[src/rtl/ils_pkg.sv]
// shared types and defaults for the indexed list store
package ils_pkg;

  localparam int unsigned ILS_CAPACITY   = 64;
  localparam int unsigned ILS_VALUE_BITS = 32;

  typedef enum logic [2:0] {
    KIND_APPEND  = 3'd0,
    KIND_INSERT  = 3'd1,
    KIND_READ    = 3'd2,
    KIND_DELETE  = 3'd3,
    KIND_REPLACE = 3'd4,
    KIND_FIND    = 3'd5,
    KIND_CLEAR   = 3'd6
  } kind_e;

  typedef enum logic [1:0] {
    STATUS_OK      = 2'd0,
    STATUS_RANGE   = 2'd1,
    STATUS_FULL    = 2'd2,
    STATUS_MISSING = 2'd3
  } status_e;

  typedef enum logic {
    ST_IDLE,
    ST_SCAN
  } state_e;

  typedef enum logic [2:0] {
    CELL_HOLD,
    CELL_INSERT,
    CELL_DELETE,
    CELL_SET,
    CELL_LOAD,
    CELL_SHIFT
  } cell_op_e;

  typedef struct packed {
    cell_op_e op;
    logic     find;
  } cell_ctrl_t;

endpackage

[src/rtl/ils_cell.sv]
// one list entry with its neighbor links and a lane of the scan chain
module ils_cell #(
  parameter int unsigned IDX        = 0,
  parameter int unsigned CAPACITY   = ils_pkg::ILS_CAPACITY,
  parameter int unsigned VALUE_BITS = ils_pkg::ILS_VALUE_BITS,
  localparam int unsigned PosW      = $clog2(CAPACITY + 1)
) (
  input  logic                  clk_i,
  input  ils_pkg::cell_ctrl_t   ctrl_i,
  input  logic [PosW-1:0]       pos_i,
  input  logic [PosW-1:0]       count_i,
  input  logic [VALUE_BITS-1:0] value_i,
  input  logic [VALUE_BITS-1:0] left_entry_i,
  input  logic [VALUE_BITS-1:0] right_entry_i,
  input  logic                  lane_flag_i,
  input  logic [VALUE_BITS-1:0] lane_data_i,
  output logic [VALUE_BITS-1:0] entry_o,
  output logic                  lane_flag_o,
  output logic [VALUE_BITS-1:0] lane_data_o
);

  localparam logic [PosW-1:0] IdxV = PosW'(IDX);

  logic [VALUE_BITS-1:0] entry_q, entry_d;
  logic                  lane_flag_q, lane_flag_d;
  logic [VALUE_BITS-1:0] lane_data_q, lane_data_d;

  always_comb begin
    entry_d     = entry_q;
    lane_flag_d = lane_flag_q;
    lane_data_d = lane_data_q;
    unique case (ctrl_i.op)
      ils_pkg::CELL_INSERT: begin
        if (IdxV == pos_i) begin
          entry_d = value_i;
        end else if (IdxV > pos_i) begin
          entry_d = left_entry_i;
        end
      end
      ils_pkg::CELL_DELETE: begin
        if (IdxV >= pos_i) begin
          entry_d = right_entry_i;
        end
      end
      ils_pkg::CELL_SET: begin
        if (IdxV == pos_i) begin
          entry_d = value_i;
        end
      end
      ils_pkg::CELL_LOAD: begin
        // find flags live matches, read flags the addressed entry
        lane_flag_d = ctrl_i.find ? ((entry_q == value_i) && (IdxV < count_i))
                                  : (IdxV == pos_i);
        lane_data_d = entry_q;
      end
      ils_pkg::CELL_SHIFT: begin
        lane_flag_d = lane_flag_i;
        lane_data_d = lane_data_i;
      end
      default: begin
      end
    endcase
  end

  always_ff @(posedge clk_i) begin
    entry_q     <= entry_d;
    lane_flag_q <= lane_flag_d;
    lane_data_q <= lane_data_d;
  end

  assign entry_o     = entry_q;
  assign lane_flag_o = lane_flag_q;
  assign lane_data_o = lane_data_q;

endmodule

[config.mk]
export PLATFORM = sky130hd
export DESIGN_NAME = ils_cell
export DESIGN_NICKNAME = d
export VERILOG_FILES = /design/src/rtl/ils_pkg.sv /design/src/rtl/ils_cell.sv
export SDC_FILE = /design/constraint.sdc
export NUM_CORES = 1
export LEC_CHECK = 0
export BUFFER_PORTS_ARGS = -buffer_cell sky130_fd_sc_hd__buf_2
export CORE_ASPECT_RATIO = 0.7
export CORE_MARGIN = 10
export CORE_UTILIZATION = 35
export DETAILED_ROUTE_END_ITERATION = 8
export GPL_TIMING_DRIVEN = 0
export MAX_ROUTING_LAYER = met4
export PLACE_DENSITY = 0.68
export SLEW_MARGIN = 20
export SYNTH_ARGS = -nofsm -noshare
export SYNTH_HDL_FRONTEND = slang
export SYNTH_SLANG_ARGS = --single-unit
[constraint.sdc]
create_clock -name clk_i -period 4.12 [get_ports clk_i]
set_input_delay 0.412 -clock clk_i [delete_from_list [all_inputs] [get_ports clk_i]]
set_output_delay 0.412 -clock clk_i [all_outputs]
set_load 0.01 [all_outputs]
==> impl_results.md <==
- Synth cell types: 23
- Initial antenna violation count: 0
- CTS H-Tree Depth: 3
- Post-Synth Simple-Gate Area: 10.1%
- Hpwl dp: 10,900 µm
- Required time of the critical path: 4.15 ns
- Synth Area in Compound Gates: 10.9%
- Core area: 9610 µm²
- Post-CTS Resized: 0
- # fillers: 877
- Fin. Hold Viols: 0
- Total Routing Usage GR: 18.8%
- Largest net degree at the start of global routing: 19
- Wire per inst: 22.9 µm
- Synth top area share: 56.9%
- Hold WS: 0.384 ns
- Top_reg_cell synth: edfxtp_1
- I/O Buffers: 211
- Initial drt markers: 121
- #FFs+latches synth: 65
- Final Setup Violations: 0
- Vias: 3,071
- Crit Path Class: in -> reg
- Synth Area in Adders: 0%
- Total power: 0.00183 W
- RSZ-0062 raised after global routing: no
- CTS buffer count: 9
- Fmax achieved: 512 MHz
- Async SR Flop Fraction: 0%
- Vias in the first global route: 3,237
- Post-CTS Hold Fix Bufs: 0
- Mapped Area: 3430 µm²
- Final #Nets: 613
- Worst Path Max Fanout: 10
- Cell Chain, Critical Path: clkbuf_1 -> clkbuf_1 -> nor2_1 -> nor3_2 -> buf_4 -> buf_4
- Max Cap Viol: 0
- Mux cell area share after synthesis: 10.9%
- Clock buffer depth: 2
- GPL Wtd Cong: 0.921
- Post-CTS Setup Bufs: 0
- Crit. End Element: register
- Worst Clk Skew: 0.00246 ns
- Die W: 138 µm
- Sequential share of the synthesized area: 56.9%
- Reg clk slew, reported paths: 0.06 ns
- Count leader, synth: edfxtp_1
- Yosys warns: 0
- Top cells by area, synth: edfxtp_1 (57%), mux2_2 (11%), o221a_1 (9.9%)
- Post-synth EDFFs: 65
- Area leader, netlist: edfxtp_1
- Post-DRT Antenna Nets: 0
- First-pass GRT wire length: 19,500 µm
- Layout area overhead: 47.3%
- Maximum vdd drop: 0.000265 V
- Worst Path Arrival: 1.98 ns
- Delay of the slowest critical-path stage: 0.40 ns
- Clock root buffer: clkbuf_16
- Slowest cell on the critical path: clkbuf_1
- Min cycle time layout: 1.95 ns
- Worst skew pair latency: 0.33 ns
- Slew at the pin with the worst max-slew slack: 0.609 ns
- Drt first pass iters: 4
- Vias per inst: 5.14
- DIE AREA: 14,200 µm²
- Worst min-delay path class: in -> reg
- Residual DRC: 0
- CTS tree: done
- CTS Sinks: 65
- Cells after Synth: 238
- Leak: 2.07 nW
- PD cells: 362 nW/µm²
- Final Routed Wirelength: 13,700 µm
- Synth Area in XOR/XNOR: 8.18%
- Fin crit share: 47.4%
- Status: completed
- Initial core utilization: 35.7%
- Final slew viol count: 0
- Slew HR: 59.4%
- Post-synth top cells: edfxtp_1 (65), mux2_2 (32), or3_1 (32), xnor2_1 (32), o221a_1 (30)
- Critical path startpoint category: primary input
- Syn avg cell area: 14.4 µm²
- I/O pin total: 213
- Die H: 103 µm
- Layout cells sized above 1: 59.7%
- FP Rows: 30
- Grt total ovfl: 0
- Synthesized Nets: 386
- Largest family of logic cells by synthesized area: compound AO/OA/AOI/OAI gates
==> stage by stage <==
step                      worst slack (ns)  TNS [ns]  instance area, µm²  util (%)  instances
after floorplan                      0.544         0                3430         -        238
after global routing                  2.00         0                5050      52.5        597
after detailed placement              1.77         0                4710      49.1        582
after global placement               -1.17    -37.24                4640      48.3        577
after CTS                             2.13         0                5050      52.5        597
final                                 2.17         0                5050      52.6        598
==> cell type report <==
cell class                      instances  area [µm²]  share of cell area (%)
Antenna cell                            1        2.50                  0.0496
Timing Repair Buffer                  216        1110                    22.1
Buffer                                 16        90.1                    1.78
Clock inverter                          6         108                    2.13
Clock buffer                            9         225                    4.46
Tap cell                              128         160                    3.17
Multi-Input combinational cell        155        1390                    27.6
Inverter                                2        7.51                   0.149
Sequential cell                        65        1950                    38.7
==> cells by family (layout without fill, tap and decap cells) <==
logic type	Yosys count	in the layout
AND/OR/NAND/NOR	56	56
multiplexers	33	33
other	0	1
XOR/XNOR	32	32
buffers and inverters	18	249
AO/OA/AOI/OAI	34	34
flip-flops	65	65
==> critical path, delay by kind of cell <==
| family | cells | cell delay [ns] |
|---|---|---|
| simple gates | 2 | 0.43 |
| buf+inv | 4 | 1.14 |
==> routing by layer <==
layer | wire (µm) | GRT usage (%) | vias to the layer above
met5 | 0 | - | -
met4 | 123 | 3.63 | 0
met3 | 1110 | 6.63 | 11
met2 | 6630 | 30.5 | 156
met1 | 5810 | 22.5 | 1485
li1 | - | - | 1419
==> cell usage in the layout (no fill, tap or decap), drive strengths merged <==
cell      synthesis  layout
or3              32      32
diode             0       1
mux2             33      33
clkbuf            7      16
nor3              4       4
inv               2       2
buf               9     225
nor2              1       1
nand2b            2       2
o221a            32      32
xnor2            32      32
edfxtp           65      65
nand2             3       3
clkinv            0       2
or4               1       1
nand3b            1       1
o22ai             1       1
nand4             8       8
nor4              3       3
a31o              1       1
clkinvlp          0       1
bufinv            0       3
nor2b             1       1
==> registers in the layout, indices dropped and copies added, names as in the netlist <==
signal / count
lane_data_o: 32
entry_o: 32
lane_flag_o: 1
==> where the power goes <==
group	total, W	switching (W)	internal [W]
registers	0.000744	0.00000262	0.000742
logic	0.000215	0.000101	0.000114
clock network	0.000871	0.000286	0.000585
total	0.00183	0.000390	0.00144
==> final timing paths <==
| path | start | endpoint | slack (ns) | cells after the start |
|---|---|---|---|---|
| worst min register to register | entry_o[4]$_DFFE_PP_ | lane_data_o[4]$_DFFE_PP_ | 0.62 | 1 |
| worst max register to register | entry_o[20]$_DFFE_PP_ | lane_flag_o$_DFFE_PP_ | 2.55 | 4 |
| worst min-delay path | lane_data_i[27] | lane_data_o[27]$_DFFE_PP_ | 0.38 | 2 |
| worst max-delay path | ctrl_i[1] | entry_o[23]$_DFFE_PP_ | 2.17 | 6 |
(Power assumes the default switching activity.)
